--- config.mk ---
export PLATFORM = sky130hd
export DESIGN_NAME = three_channel_sound_generator
export DESIGN_NICKNAME = d
export VERILOG_FILES = /design/src/design/tcsg_pkg.sv /design/src/design/three_channel_sound_generator.sv /design/src/design/tcsg_tone.sv /design/src/design/tcsg_noise.sv /design/src/design/tcsg_env.sv /design/src/design/tcsg_mix.sv
export SDC_FILE = /design/constraint.sdc
export NUM_CORES = 1
export LEC_CHECK = 0
export ABC_AREA = 1
export BUFFER_PORTS_ARGS = -buffer_cell sky130_fd_sc_hd__clkbuf_2
export CELL_PAD_IN_SITES_DETAIL_PLACEMENT = 0
export CELL_PAD_IN_SITES_GLOBAL_PLACEMENT = 1
export CORE_ASPECT_RATIO = 1.75
export CORE_MARGIN = 2
export CORE_UTILIZATION = 35
export CTS_CLUSTER_SIZE = 20
export DETAILED_ROUTE_END_ITERATION = 10
export PLACE_DENSITY = 0.64
export SLEW_MARGIN = 20
export SYNTH_ARGS = -nofsm -noshare
export SYNTH_HDL_FRONTEND = slang
export SYNTH_HIERARCHICAL = 1
export SYNTH_SLANG_ARGS = --single-unit
--- constraint.sdc ---
create_clock -name i_clk -period 10.8 [get_ports i_clk]
set_clock_uncertainty 0.2 [all_clocks]
set_input_delay 2.16 -clock i_clk [delete_from_list [all_inputs] [get_ports i_clk]]
set_output_delay 2.16 -clock i_clk [all_outputs]
set_load 0.01 [all_outputs]
--- src/design/tcsg_pkg.sv ---
`default_nettype none

package tcsg_pkg;

    // register file
    localparam int REG_FILE_DEPTH = 16;
    localparam int REG_ADDR_W     = $clog2(REG_FILE_DEPTH);
    localparam int REGISTER_COUNT = 16;

    // register numbers with a fixed meaning
    localparam logic [7:0] REG_NOISE_PERIOD = 8'd6;
    localparam logic [7:0] REG_MIXER        = 8'd7;
    localparam logic [7:0] REG_VOLUME_A     = 8'd8;
    localparam logic [7:0] REG_ENV_FINE     = 8'd11;
    localparam logic [7:0] REG_ENV_COARSE   = 8'd12;
    localparam logic [7:0] REG_ENV_SHAPE    = 8'd13;
    localparam logic [7:0] REG_JOYSTICK     = 8'd14;

    // bus ports
    localparam logic [1:0] PORT_DATA_READ  = 2'd0;
    localparam logic [1:0] PORT_SELECT     = 2'd1;
    localparam logic [1:0] PORT_DATA_WRITE = 2'd2;

    // envelope shape bits
    localparam int SHAPE_HOLD      = 0;
    localparam int SHAPE_ALTERNATE = 1;
    localparam int SHAPE_ATTACK    = 2;
    localparam int SHAPE_CONTINUE  = 3;

    localparam int NUM_CHANNELS = 3;
    localparam int LEVEL_W      = 14;

    typedef enum logic [1:0] {
        OP_READ     = 2'd0,
        OP_WRITE    = 2'd1,
        OP_TICK     = 2'd2,
        OP_JOYSTICK = 2'd3
    } t_opcode;

    typedef struct packed {
        logic step;
        logic restart;
        logic restart_rising;
    } t_env_ctrl;

    // logarithmic dac levels
    function automatic logic [LEVEL_W-1:0] level_of(input logic [3:0] vol);
        logic [LEVEL_W-1:0] lv;
        unique case (vol)
            4'd0:  lv = 14'd0;
            4'd1:  lv = 14'd139;
            4'd2:  lv = 14'd202;
            4'd3:  lv = 14'd295;
            4'd4:  lv = 14'd436;
            4'd5:  lv = 14'd645;
            4'd6:  lv = 14'd899;
            4'd7:  lv = 14'd1470;
            4'd8:  lv = 14'd1732;
            4'd9:  lv = 14'd2784;
            4'd10: lv = 14'd3889;
            4'd11: lv = 14'd4882;
            4'd12: lv = 14'd6161;
            4'd13: lv = 14'd7736;
            4'd14: lv = 14'd9199;
            default: lv = 14'd10922;
        endcase
        return lv;
    endfunction

endpackage

`default_nettype wire

--- src/design/three_channel_sound_generator.sv ---
`default_nettype none

// Three-channel sound generator behind a register-select / data bus port.
// Each input item is a bus read, a bus write, one master clock tick or a
// joystick byte update, and every item gives exactly one result item:
// read_data (0xFF unless it is a mapped read) and mixed_level (the signed
// mix of the three channels on a tick, 0 otherwise). An item is latched in
// an input register, and all its work (register file access, tone, noise
// and envelope counters, mixing through the level table) is combinational
// from the input register into the result register, and an item moves on
// into the result register unless the result side stalls; a new item is
// accepted every cycle as long as the result side keeps taking them.
// board_present may only be written while
// no item is in flight; with it at 0 reads give 0xFF, bus writes are
// dropped and ticks give level 0 without advancing the generators.

module three_channel_sound_generator import tcsg_pkg::*; (
    input  wire logic              i_clk,
    input  wire logic              i_rst_n,
    // item input channel
    input  wire logic              i_valid,
    output logic                   o_stall,
    input  wire logic [1:0]        i_opcode,
    input  wire logic [1:0]        i_port,
    input  wire logic [7:0]        i_data_byte,
    // result channel
    output logic                   o_valid,
    input  wire logic              i_stall,
    output logic [7:0]             o_read_data,
    output logic signed [15:0]     o_mixed_level,
    // configuration (board_present)
    input  wire logic              i_cfg_valid,
    output logic                   o_cfg_ready,
    input  wire logic              i_cfg_data
);

    // input register
    logic        r_in_valid;
    t_opcode     r_in_opcode;
    logic [1:0]  r_in_port;
    logic [7:0]  r_in_byte;

    // result register
    logic               r_out_valid;
    logic [7:0]         r_read_data, n_read_data;
    logic signed [15:0] r_mixed_level, n_mixed_level;

    // block state
    logic       r_board_present;
    logic [7:0] r_rf [REG_FILE_DEPTH];
    logic [7:0] r_sel;
    logic [7:0] r_joystick;

    logic adv;
    logic in_accept;
    logic sel_in_range;
    logic do_tick;
    logic do_select;
    logic do_data_write;

    logic [NUM_CHANNELS-1:0] square;
    logic                    noise;
    logic [3:0]              env_amp;
    logic [7:0]              volume [NUM_CHANNELS];
    logic signed [15:0]      mix_level;
    t_env_ctrl               env_ctrl;

    // the latched item moves on whenever the result register is free or emptying
    assign adv       = r_in_valid && (!r_out_valid || !i_stall);
    assign o_stall   = r_in_valid && !adv;
    assign in_accept = i_valid && !o_stall;
    assign o_valid   = r_out_valid;
    assign o_read_data   = r_read_data;
    assign o_mixed_level = r_mixed_level;
    assign o_cfg_ready   = 1'b1;

    assign sel_in_range  = (r_sel < 8'(REGISTER_COUNT));
    assign do_tick       = adv && (r_in_opcode == OP_TICK) && r_board_present;
    assign do_select     = adv && (r_in_opcode == OP_WRITE) && r_board_present
                           && (r_in_port == PORT_SELECT);
    assign do_data_write = adv && (r_in_opcode == OP_WRITE) && r_board_present
                           && (r_in_port == PORT_DATA_WRITE) && sel_in_range;

    // writing the shape register restarts the envelope
    always_comb begin
        env_ctrl.step           = do_tick;
        env_ctrl.restart        = do_data_write && (r_sel == REG_ENV_SHAPE);
        env_ctrl.restart_rising = r_in_byte[SHAPE_ATTACK];
    end

    // tone generators, one per channel
    for (genvar c = 0; c < NUM_CHANNELS; c++) begin : g_tone
        tcsg_tone u_tone (
            .i_clk    (i_clk),
            .i_rst_n  (i_rst_n),
            .i_step   (do_tick),
            .i_period ({r_rf[2*c+1][3:0], r_rf[2*c]}),
            .o_square (square[c])
        );
        assign volume[c] = r_rf[REG_VOLUME_A[REG_ADDR_W-1:0] + REG_ADDR_W'(c)];
    end

    tcsg_noise u_noise (
        .i_clk    (i_clk),
        .i_rst_n  (i_rst_n),
        .i_step   (do_tick),
        .i_period (r_rf[REG_NOISE_PERIOD[REG_ADDR_W-1:0]][4:0]),
        .o_noise  (noise)
    );

    tcsg_env u_env (
        .i_clk    (i_clk),
        .i_rst_n  (i_rst_n),
        .i_ctrl   (env_ctrl),
        .i_period ({r_rf[REG_ENV_COARSE[REG_ADDR_W-1:0]],
                    r_rf[REG_ENV_FINE[REG_ADDR_W-1:0]]}),
        .i_shape  (r_rf[REG_ENV_SHAPE[REG_ADDR_W-1:0]][3:0]),
        .o_level  (env_amp)
    );

    tcsg_mix u_mix (
        .i_mixer     (r_rf[REG_MIXER[REG_ADDR_W-1:0]]),
        .i_volume    (volume),
        .i_square    (square),
        .i_noise     (noise),
        .i_env_amp   (env_amp),
        .o_level     (mix_level)
    );

    // result of the latched item
    always_comb begin
        n_read_data   = 8'hFF;
        n_mixed_level = '0;
        case (r_in_opcode)
            OP_READ: begin
                if (r_board_present && (r_in_port == PORT_DATA_READ)) begin
                    // the joystick register reads the port byte, not the file
                    if (r_sel == REG_JOYSTICK) begin
                        n_read_data = r_joystick;
                    end else if (sel_in_range) begin
                        n_read_data = r_rf[r_sel[REG_ADDR_W-1:0]];
                    end
                end
            end
            OP_TICK: begin
                if (r_board_present) begin
                    n_mixed_level = mix_level;
                end
            end
            default: begin
                n_read_data   = 8'hFF;
                n_mixed_level = '0;
            end
        endcase
    end

    // control and pipeline valids
    always_ff @(posedge i_clk) begin
        if (!i_rst_n) begin
            r_in_valid      <= 1'b0;
            r_out_valid     <= 1'b0;
            r_board_present <= 1'b1;
            r_sel           <= '0;
            r_joystick      <= 8'hFF;
        end else begin
            if (in_accept) begin
                r_in_valid <= 1'b1;
            end else if (adv) begin
                r_in_valid <= 1'b0;
            end
            if (adv) begin
                r_out_valid <= 1'b1;
            end else if (!i_stall) begin
                r_out_valid <= 1'b0;
            end
            if (i_cfg_valid && o_cfg_ready) begin
                r_board_present <= i_cfg_data;
            end
            if (do_select) begin
                r_sel <= r_in_byte;
            end
            // joystick byte is taken even with the board absent
            if (adv && (r_in_opcode == OP_JOYSTICK)) begin
                r_joystick <= r_in_byte;
            end
        end
    end

    // register file
    always_ff @(posedge i_clk) begin
        if (!i_rst_n) begin
            for (int i = 0; i < REG_FILE_DEPTH; i++) begin
                r_rf[i] <= '0;
            end
        end else if (do_data_write) begin
            r_rf[r_sel[REG_ADDR_W-1:0]] <= r_in_byte;
        end
    end

    // payload registers
    always_ff @(posedge i_clk) begin
        if (in_accept) begin
            r_in_opcode <= t_opcode'(i_opcode);
            r_in_port   <= i_port;
            r_in_byte   <= i_data_byte;
        end
        if (adv) begin
            r_read_data   <= n_read_data;
            r_mixed_level <= n_mixed_level;
        end
    end

    // an item that is not a tick never produces a level
    a_level_only_on_tick: assert property (@(posedge i_clk) disable iff (!i_rst_n)
        adv && (r_in_opcode != OP_TICK) |=> o_mixed_level == 16'sd0)
        else $error("level on a non-tick item");

    // an item that is not a read returns the idle bus byte
    a_idle_read_data: assert property (@(posedge i_clk) disable iff (!i_rst_n)
        adv && (r_in_opcode != OP_READ) |=> o_read_data == 8'hFF)
        else $error("read data on a non-read item");

    // with the board absent a tick is silent
    a_absent_silent: assert property (@(posedge i_clk) disable iff (!i_rst_n)
        adv && !r_board_present |=> o_mixed_level == 16'sd0)
        else $error("level while board absent");

    // a latched item that cannot move on is kept
    a_item_kept: assert property (@(posedge i_clk) disable iff (!i_rst_n)
        r_in_valid && !adv |=> r_in_valid)
        else $error("latched item dropped");

endmodule

`default_nettype wire

--- src/design/tcsg_tone.sv ---
`default_nettype none

module tcsg_tone import tcsg_pkg::*; (
    input  wire logic        i_clk,
    input  wire logic        i_rst_n,
    input  wire logic        i_step,
    input  wire logic [11:0] i_period,
    output logic             o_square
);

    logic [14:0] r_div, n_div;
    logic        r_square, n_square;
    logic [14:0] inc;
    logic [14:0] limit;
    logic        wrap;

    always_comb begin
        inc      = r_div + 15'd1;
        limit    = {((i_period == 12'd0) ? 12'd1 : i_period), 3'b000};
        wrap     = (inc >= limit);
        n_div    = wrap ? 15'd0 : inc;
        n_square = r_square ^ wrap;
    end

    always_ff @(posedge i_clk) begin
        if (!i_rst_n) begin
            r_div    <= '0;
            r_square <= 1'b0;
        end else if (i_step) begin
            r_div    <= n_div;
            r_square <= n_square;
        end
    end

    // square level after this tick
    assign o_square = n_square;

endmodule

`default_nettype wire

--- src/design/tcsg_noise.sv ---
`default_nettype none

module tcsg_noise import tcsg_pkg::*; (
    input  wire logic       i_clk,
    input  wire logic       i_rst_n,
    input  wire logic       i_step,
    input  wire logic [4:0] i_period,
    output logic            o_noise
);

    logic [8:0]  r_div, n_div;
    logic [16:0] r_shift, n_shift;
    logic [8:0]  inc;
    logic [8:0]  limit;
    logic        wrap;

    always_comb begin
        inc     = r_div + 9'd1;
        limit   = {((i_period == 5'd0) ? 5'd1 : i_period), 4'b0000};
        wrap    = (inc >= limit);
        n_div   = wrap ? 9'd0 : inc;
        n_shift = wrap ? {r_shift[0] ^ r_shift[3], r_shift[16:1]} : r_shift;
    end

    always_ff @(posedge i_clk) begin
        if (!i_rst_n) begin
            r_div   <= '0;
            r_shift <= 17'd1;
        end else if (i_step) begin
            r_div   <= n_div;
            r_shift <= n_shift;
        end
    end

    assign o_noise = n_shift[0];

endmodule

`default_nettype wire

--- src/design/tcsg_env.sv ---
`default_nettype none

module tcsg_env import tcsg_pkg::*; (
    input  wire logic        i_clk,
    input  wire logic        i_rst_n,
    input  wire t_env_ctrl   i_ctrl,
    input  wire logic [15:0] i_period,
    input  wire logic [3:0]  i_shape,
    output logic [3:0]       o_level
);

    logic [16:0] r_div, n_div;
    logic [4:0]  r_pos, n_pos;
    logic        r_rising, n_rising;
    logic        r_frozen, n_frozen;
    logic [16:0] inc;
    logic [16:0] limit;

    always_comb begin
        inc      = r_div + 17'd1;
        limit    = {((i_period == 16'd0) ? 16'd1 : i_period), 1'b0};
        n_div    = r_div;
        n_pos    = r_pos;
        n_rising = r_rising;
        n_frozen = r_frozen;
        if (!r_frozen) begin
            if (inc >= limit) begin
                n_div = '0;
                if (r_pos == 5'd31) begin
                    // end of a ramp: the shape decides what comes next
                    if (!i_shape[SHAPE_CONTINUE]) begin
                        n_pos    = r_rising ? 5'd0 : 5'd31;
                        n_frozen = 1'b1;
                    end else if (i_shape[SHAPE_HOLD]) begin
                        n_rising = r_rising ^ i_shape[SHAPE_ALTERNATE];
                        n_pos    = 5'd31;
                        n_frozen = 1'b1;
                    end else begin
                        n_rising = r_rising ^ i_shape[SHAPE_ALTERNATE];
                        n_pos    = 5'd0;
                    end
                end else begin
                    n_pos = r_pos + 5'd1;
                end
            end else begin
                n_div = inc;
            end
        end
        // (31 - pos) / 2 is the upper four bits of ~pos
        o_level = n_rising ? n_pos[4:1] : ~n_pos[4:1];
    end

    always_ff @(posedge i_clk) begin
        if (!i_rst_n) begin
            r_div    <= '0;
            r_pos    <= '0;
            r_rising <= 1'b0;
            r_frozen <= 1'b0;
        end else if (i_ctrl.restart) begin
            r_div    <= '0;
            r_pos    <= '0;
            r_rising <= i_ctrl.restart_rising;
            r_frozen <= 1'b0;
        end else if (i_ctrl.step) begin
            r_div    <= n_div;
            r_pos    <= n_pos;
            r_rising <= n_rising;
            r_frozen <= n_frozen;
        end
    end

endmodule

`default_nettype wire

--- src/design/tcsg_mix.sv ---
`default_nettype none

module tcsg_mix import tcsg_pkg::*; (
    input  wire logic [7:0]              i_mixer,
    input  wire logic [7:0]              i_volume [NUM_CHANNELS],
    input  wire logic [NUM_CHANNELS-1:0] i_square,
    input  wire logic                    i_noise,
    input  wire logic [3:0]              i_env_amp,
    output logic signed [15:0]           o_level
);

    logic [LEVEL_W-1:0] ch_level [NUM_CHANNELS];
    logic [NUM_CHANNELS-1:0] ch_on;
    logic [NUM_CHANNELS-1:0] ch_high;
    logic [15:0] sum;
    logic [15:0] scale;
    logic signed [17:0] diff;

    always_comb begin
        for (int c = 0; c < NUM_CHANNELS; c++) begin
            // mixer bits are active low
            ch_on[c]    = !(i_mixer[c] && i_mixer[c+NUM_CHANNELS]);
            ch_high[c]  = (i_mixer[c] || i_square[c])
                          && (i_mixer[c+NUM_CHANNELS] || i_noise);
            ch_level[c] = level_of(i_volume[c][4] ? i_env_amp : i_volume[c][3:0]);
        end
        sum   = '0;
        scale = '0;
        for (int c = 0; c < NUM_CHANNELS; c++) begin
            if (ch_on[c]) begin
                scale = scale + 16'(ch_level[c]);
                if (ch_high[c]) begin
                    sum = sum + 16'(ch_level[c]);
                end
            end
        end
        diff    = signed'({1'b0, sum, 1'b0}) - signed'({2'b00, scale});
        o_level = diff[15:0];
    end

endmodule

`default_nettype wire
* Yosys cells after proc, flatten, opt, wreduce, memory -nomap -nowiden
Memories as Yosys holds them, arrays and structs flattened. A register that Yosys moved wholly into a read port is not among the register bits.
Index checks and enable logic that the tools add are counted.
** Cells by class
- Muxes and demuxes :: 56
- Magnitude comparators :: 6
- Reductions and logical operators :: 46
- Equality and inequality tests :: 9
- $add $sub $neg :: 11
- Bitwise operators :: 8
** Operators by type and width (number)
- 15-bit 2-to-1 mux :: 7
- 16-bit 2-to-1 mux :: 3
- 15-bit by 1-bit adder with 15-bit output (second input constant) :: 3
- 15-bit >= comparator :: 3
- 14-bit 2-to-1 mux :: 3
- 12-bit zero test :: 3
- 12-bit 2-to-1 mux :: 3
- 5-bit 2-to-1 mux :: 7
- 14-bit by 14-bit adder with 15-bit output :: 2
- 4-bit 2-to-1 mux :: 7
- 8-bit 2-to-1 mux :: 3
- 1-bit 2-to-1 mux :: 21
- 1-bit logical AND :: 19
- 17-bit by 1-bit adder with 17-bit output (second input constant) :: 1
- 17-bit >= comparator :: 1
- 17-bit 2-to-1 mux :: 1
- 16-bit by 14-bit adder with 16-bit output :: 1
- 8-bit by 4-bit equality test with 1-bit output (second input constant) :: 2
- 16-bit zero test :: 1
- 16-bit subtractor :: 1
- 15-bit by 14-bit adder with 15-bit output :: 1
- 9-bit by 1-bit adder with 9-bit output (second input constant) :: 1
- 9-bit >= comparator :: 1
- 9-bit 2-to-1 mux :: 1
- other kinds (18) :: 40
** Storage, ports and cells
- Memory bits (read-only) :: 672
- Flip-flop bits (word level) :: 153
- Memories kept :: 4
- RAM bits :: 128
** Memory list
- (no name shown) :: words 16, bits a word 14, read ports 1, clocked after memory_dff 0, write ports 0, RTL line tcsg_pkg.sv:49 : unique case (vol)
- (no name shown) :: words 16, bits a word 14, read ports 1, clocked after memory_dff 0, write ports 0, RTL line tcsg_pkg.sv:49
- (no name shown) :: words 16, bits a word 14, read ports 1, clocked after memory_dff 0, write ports 0, RTL line tcsg_pkg.sv:49
- r_rf :: words 16, bits a word 8, read ports 15, clocked after memory_dff 1, write ports 16, RTL line three_channel_sound_generator.sv:50 : logic [7:0] r_rf [REG_FILE_DEPTH];

* Depth between registers and ports, before layout
An unclocked memory read counts as a cell.
- Depth after elaboration :: 19
- Depth in mapped cells :: 66
- Depth with buffers taken out :: 64

* Hierarchy
The synthesis kept the hierarchy.
** Modules (own cells, without submodules)
- three_channel_sound_generator :: area an instance 8493.1 um2, instances 1, sequential area each 5385.2 um2, cells each 905
- tcsg_mix :: area an instance 5263.8 um2, instances 1, sequential area each 0.0 um2, cells each 945
- tcsg_tone (g_tone[0].u_tone ...) :: area an instance 1410.1 um2, instances 2, sequential area each 320.3 um2, cells each 211
- tcsg_env :: area an instance 2030.7 um2, instances 1, sequential area each 480.5 um2, cells each 312
- tcsg_noise :: area an instance 1524.0 um2, instances 1, sequential area each 520.5 um2, cells each 236
- tcsg_tone (g_tone[2].u_tone) :: area an instance 1492.7 um2, instances 1, sequential area each 320.3 um2, cells each 225

* Worst setup path after synthesis
Ideal clock, no wire load.
- Path kind :: reg-to-reg
- Start point :: register u_env.r_div[0]
- End point :: register r_mixed_level[15], in the netlist o_mixed_level[15] (data pin)
- Arrival :: 7.174 ns
- Required time :: 10.339 ns
- Period minus slack after synthesis :: 7.636 ns
- Path slack :: 3.164 ns
- Path buffers :: 1
- Setup time :: 0.261 ns
- Stages on the path, launching flop included :: 58
- Path through :: dfxtp_1 > ha_1 > nand2_1 > nor2_2 > nand2_1 > inv_2 > nand3_2 > nor2_2 > xnor2_1 > clkinv_1 > ha_1 > nand2_1 > nor2_1 > nand2_1 > o21ai_1 > nor2_2 > nand2_4 > buf_8 > [22 not listed] > nand2_1 > nor2_1 > nand3_1 > nand3_1 > or2_2 > a21oi_1 > a21oi_1 > ha_1 > a21oi_1 > inv_1 > a31oi_1 > nor2_1 > a211oi_1 > nand2_1 > nand2_1 > nand2_1 > inv_1 > nor2_1
** On the way
- Longest elaborated chain between the ends :: 17
** Ends and longest elaborated chain
- start: declaration :: RTL line tcsg_env.sv:12 : logic [16:0] r_div, n_div;
- start signal: assignment :: RTL line tcsg_env.sv:65 : r_div <= n_div;
- 17-bit by 1-bit adder with 17-bit output * :: RTL line tcsg_env.sv:20 : inc = r_div + 17'd1;
- 17-bit >= comparator * :: RTL line tcsg_env.sv:27 : if (inc >= limit) begin
- 5-bit 2-to-1 mux :: RTL line tcsg_env.sv:27
- 5-bit 2-to-1 mux :: RTL line tcsg_env.sv:26 : if (!r_frozen) begin
- 4-bit inverter :: RTL line tcsg_env.sv:50 : o_level = n_rising ? n_pos[4:1] : ~n_pos[4:1];
- 4-bit 2-to-1 mux * :: RTL line tcsg_env.sv:50
- named net env_amp[1] :: RTL line three_channel_sound_generator.sv:63 : logic [3:0] env_amp;
- 4-bit 2-to-1 mux :: RTL line tcsg_mix.sv:25 : ch_level[c] = level_of(i_volume[c][4] ? i_env_amp : i_volume[c][3:0]);
- [3 not listed]
- 14-bit by 14-bit adder with 15-bit output :: RTL line tcsg_mix.sv:33 : sum = sum + 16'(ch_level[c]);
- 15-bit 2-to-1 mux :: RTL line tcsg_mix.sv:32 : if (ch_high[c]) begin
- 15-bit 2-to-1 mux :: RTL line tcsg_mix.sv:30 : if (ch_on[c]) begin
- 15-bit by 14-bit adder with 15-bit output :: RTL line tcsg_mix.sv:33
- 15-bit 2-to-1 mux :: RTL line tcsg_mix.sv:32
- 15-bit 2-to-1 mux :: RTL line tcsg_mix.sv:30
- 16-bit subtractor * :: RTL line tcsg_mix.sv:37 : diff = signed'({1'b0, sum, 1'b0}) - signed'({2'b00, scale});
- named net mix_level[15] :: RTL line three_channel_sound_generator.sv:65 : logic signed [15:0] mix_level;
- end signal: assignment :: RTL line three_channel_sound_generator.sv:209 : r_mixed_level <= n_mixed_level;
- end: declaration :: RTL line three_channel_sound_generator.sv:46 : logic signed [15:0] r_mixed_level, n_mixed_level;
The timed path passes the listed nets; every way through them passes the cells marked *.
A chain may end at the register's enable or synchronous reset.

* Final worst setup path
Ends and elaborated chain as after synthesis.

==> impl_metrics.ini <==
[synth]
ys.warnings.count = 6
synthFlopType = edfxtp_1
synth.area.top_cells = edfxtp_1, nand2_1, dfxtp_1, ha_1, inv_1
synthSimpleGateAreaFrac_pct = 32.4
synth_mux_area_share_pct = 0.0463
syn_nets = 3222
synth_most_common_cell = nand2_1
synthTopCellsByCount = nand2_1, inv_1, nor2_1
yosysSeqAreaShare_pct = 34.0
synth_top_family_by_area = simple AND/OR/NAND/NOR gates
syn-cell-area_um2 = 21600
synthCells = 3045
netlist.area_leader.share_pct = 22.8
yosysUniqueCellTypes = 61
synth.largest_area_cell = edfxtp_1
synth_compound_area_share_pct = 10.4
yosys.area_share.adder_pct = 9.37
synth_edf_count = 164
avgSynthCellArea_um2 = 7.10
async_flop_share_pct = 0
synth_seq_cells = 285
synth_xor_area_share_pct = 3.65

[place]
hpwl_um = 51900
io_buffer_count = 43
gp_congestion = 0.902

[cts]
insertion_delay_ps = 590
root_buffer = clkbuf_16
cts_sinks = 285
clk_pin_slew_ps = 60
tritoncts = built
clockBufferDepth = 3
cts_resized = 0
cts_setup_buffers = 0
cts_buffers = 31
holdBufCountCts = 0
cts-htree-levels = 1

[floorplan]
initial_utilization_pct = 35.4
die_y_um = 333
die_area_um2 = 63900
die_x_um = 192
rows = 120
core-area_um2 = 61100
pin_count = 45

[route]
vias = 19200
drc = 0
wire_per_inst_um = 17.3
routed_wl_um = 66700
drt_first_pass_iters = 6
via_per_inst = 4.98
drtIter0Drc = 846
drtAntennaViolNets = 0

[global_routing]
grt_pass1_wl_um = 104000
grt_max_degree = 66
grt_overflow = 0
antenna_found_initial = 0
grt_pass1_vias = 19300
grt.total_usage_pct = 21.0

[worst_setup_path]
critical_path_class = reg2reg
cp_max_fo = 11
rrSetupSlack_ps = 1690
crit_arrival_ps = 9220
worst_path_most_repeated_cell = nand2_1
critPathMaxStageDelay_ps = 420
cp.required_ps = 10910
worstSetupEndpointType = register
cp-start-kind = register
slowest_stage = ha_1

[final_layout]
utilization_pct = 38.5
nFillCells = 6489
syn_to_final_growth_pct = 8.78
drive_gt1_share_pct = 9.24
diodes = 0
fin_nets = 3215

[sta]
hold_violations = 0
maxSlewViolCount = 0
fin_crit_sh_pct = 84.3
final-setup-viol-count = 0
rsz0062_at_grt = no
finalSetupTns_ps = 0
tightest_slew_ps = 1000
max_freq_ghz = 0.110
max-slew-margin-rel_pct = 32.8
fin_crit_ps = 9110

[power_and_ir_drop]
powerDensity_nw_per_um2 = 142
leakagePower_nw = 10.6
irDropWorstVdd_mv = 0.136

[run]
cap_violations = 0

[min_path]
hp-class = reg2reg

[run_status]
status = finished, final reports clean
[sequential cells by signal (all words and copies together), names as in the netlist, 8 cells and up, named ones only]
register / flops
o_mixed_level: 16
r_joystick: 8
g_tone.u_tone/r_div: 45
u_noise/r_shift: 17
r_in_byte: 8
r_rf: 128
u_env/r_div: 17
o_read_data: 8
u_noise/r_div: 9
r_sel: 8
[logic make-up after synthesis]
logic type / Yosys count
simple gates: 1566
buf+inv: 545
compound gates: 404
flops: 285
fa+ha+maj: 159
xor+xnor: 84
other cells: 1
mux: 1
[power breakdown]
part | internal [mW] | switching [mW] | total (mW)
clock network | 0.659 | 0.484 | 1.14
registers | 1.18 | 0.0196 | 1.20
logic | 0.336 | 0.662 | 0.998
[final cells by class]
cell class | instances | area [µm²] | share of cell area, %
Timing Repair Buffer | 51 | 275 | 1.17
Clock buffer | 38 | 853 | 3.63
Sequential cell | 285 | 7350 | 31.2
Multi-Input combinational cell | 2215 | 12100 | 51.5
Inverter | 454 | 1710 | 7.27
Tap cell | 793 | 992 | 4.22
Clock inverter | 19 | 221 | 0.941
[stage by stage]
step / instances / total power [mW] / worst slack [ps] / hold WS, ps / cell area [µm²]
CTS: 3855 / 3.39 / 1620 / 263 / 23500
global route: 3855 / 3.55 / 631 / 281 / 23500
finish: 3855 / 3.34 / 1690 / 257 / 23500
detailed placement: 3798 / 2.23 / 1670 / 254 / 22400
global placement: 3798 / 2.23 / 1700 / 245 / 22400
floorplan: 3045 / 1.95 / 3160 / 229 / 21600
[routing by layer]
metal  up-vias  track usage [%]  share of wire, %
li1       9824                -                 -
met1      8917             20.7                36
met2       311             42.8                57
met3       137             1.46               2.3
met4         0             9.75               5.1
met5         -                0                 0
[path summary, 6_finish.rpt]
kind	startpoint	endpoint	depth (start not counted)
setup / recovery	u_env/r_div[0]$_SDFFE_PP0P_	o_mixed_level[15]$_SDFFCE_PN0N_	59
setup reg to reg	u_env/r_div[0]$_SDFFE_PP0P_	o_mixed_level[15]$_SDFFCE_PN0N_	59
hold / removal	r_sel[6]$_SDFFE_PN0P_	r_sel[6]$_SDFFE_PN0P_	2
hold reg to reg	r_sel[6]$_SDFFE_PN0P_	r_sel[6]$_SDFFE_PN0P_	2
[worst max-delay path: cells and delay by family, from the launching register on]
kind / cells / cell delay [ps]
compound gates: 14 / 2850
simple gates: 30 / 2600
fa+ha+maj: 6 / 1990
buf+inv: 8 / 710
flops: 1 / 360
xor+xnor: 1 / 130
[cells in the final DEF, fill, tap and decap left out, drive strengths merged, types with 12 or more instances in the layout]
cell | netlist | layout
ha | 154 | 154
nor3 | 29 | 29
nor4 | 12 | 12
xor2 | 53 | 53
a21oi | 209 | 209
nand4 | 21 | 21
o21ai | 131 | 131
clkinv | 18 | 26
nand3 | 303 | 303
a31oi | 13 | 13
nor2 | 345 | 345
clkbuf | 48 | 81
xnor2 | 31 | 31
inv | 436 | 437
edfxtp | 164 | 164
nand2 | 833 | 833
dfxtp | 121 | 121
(Power assumes the default switching activity.)
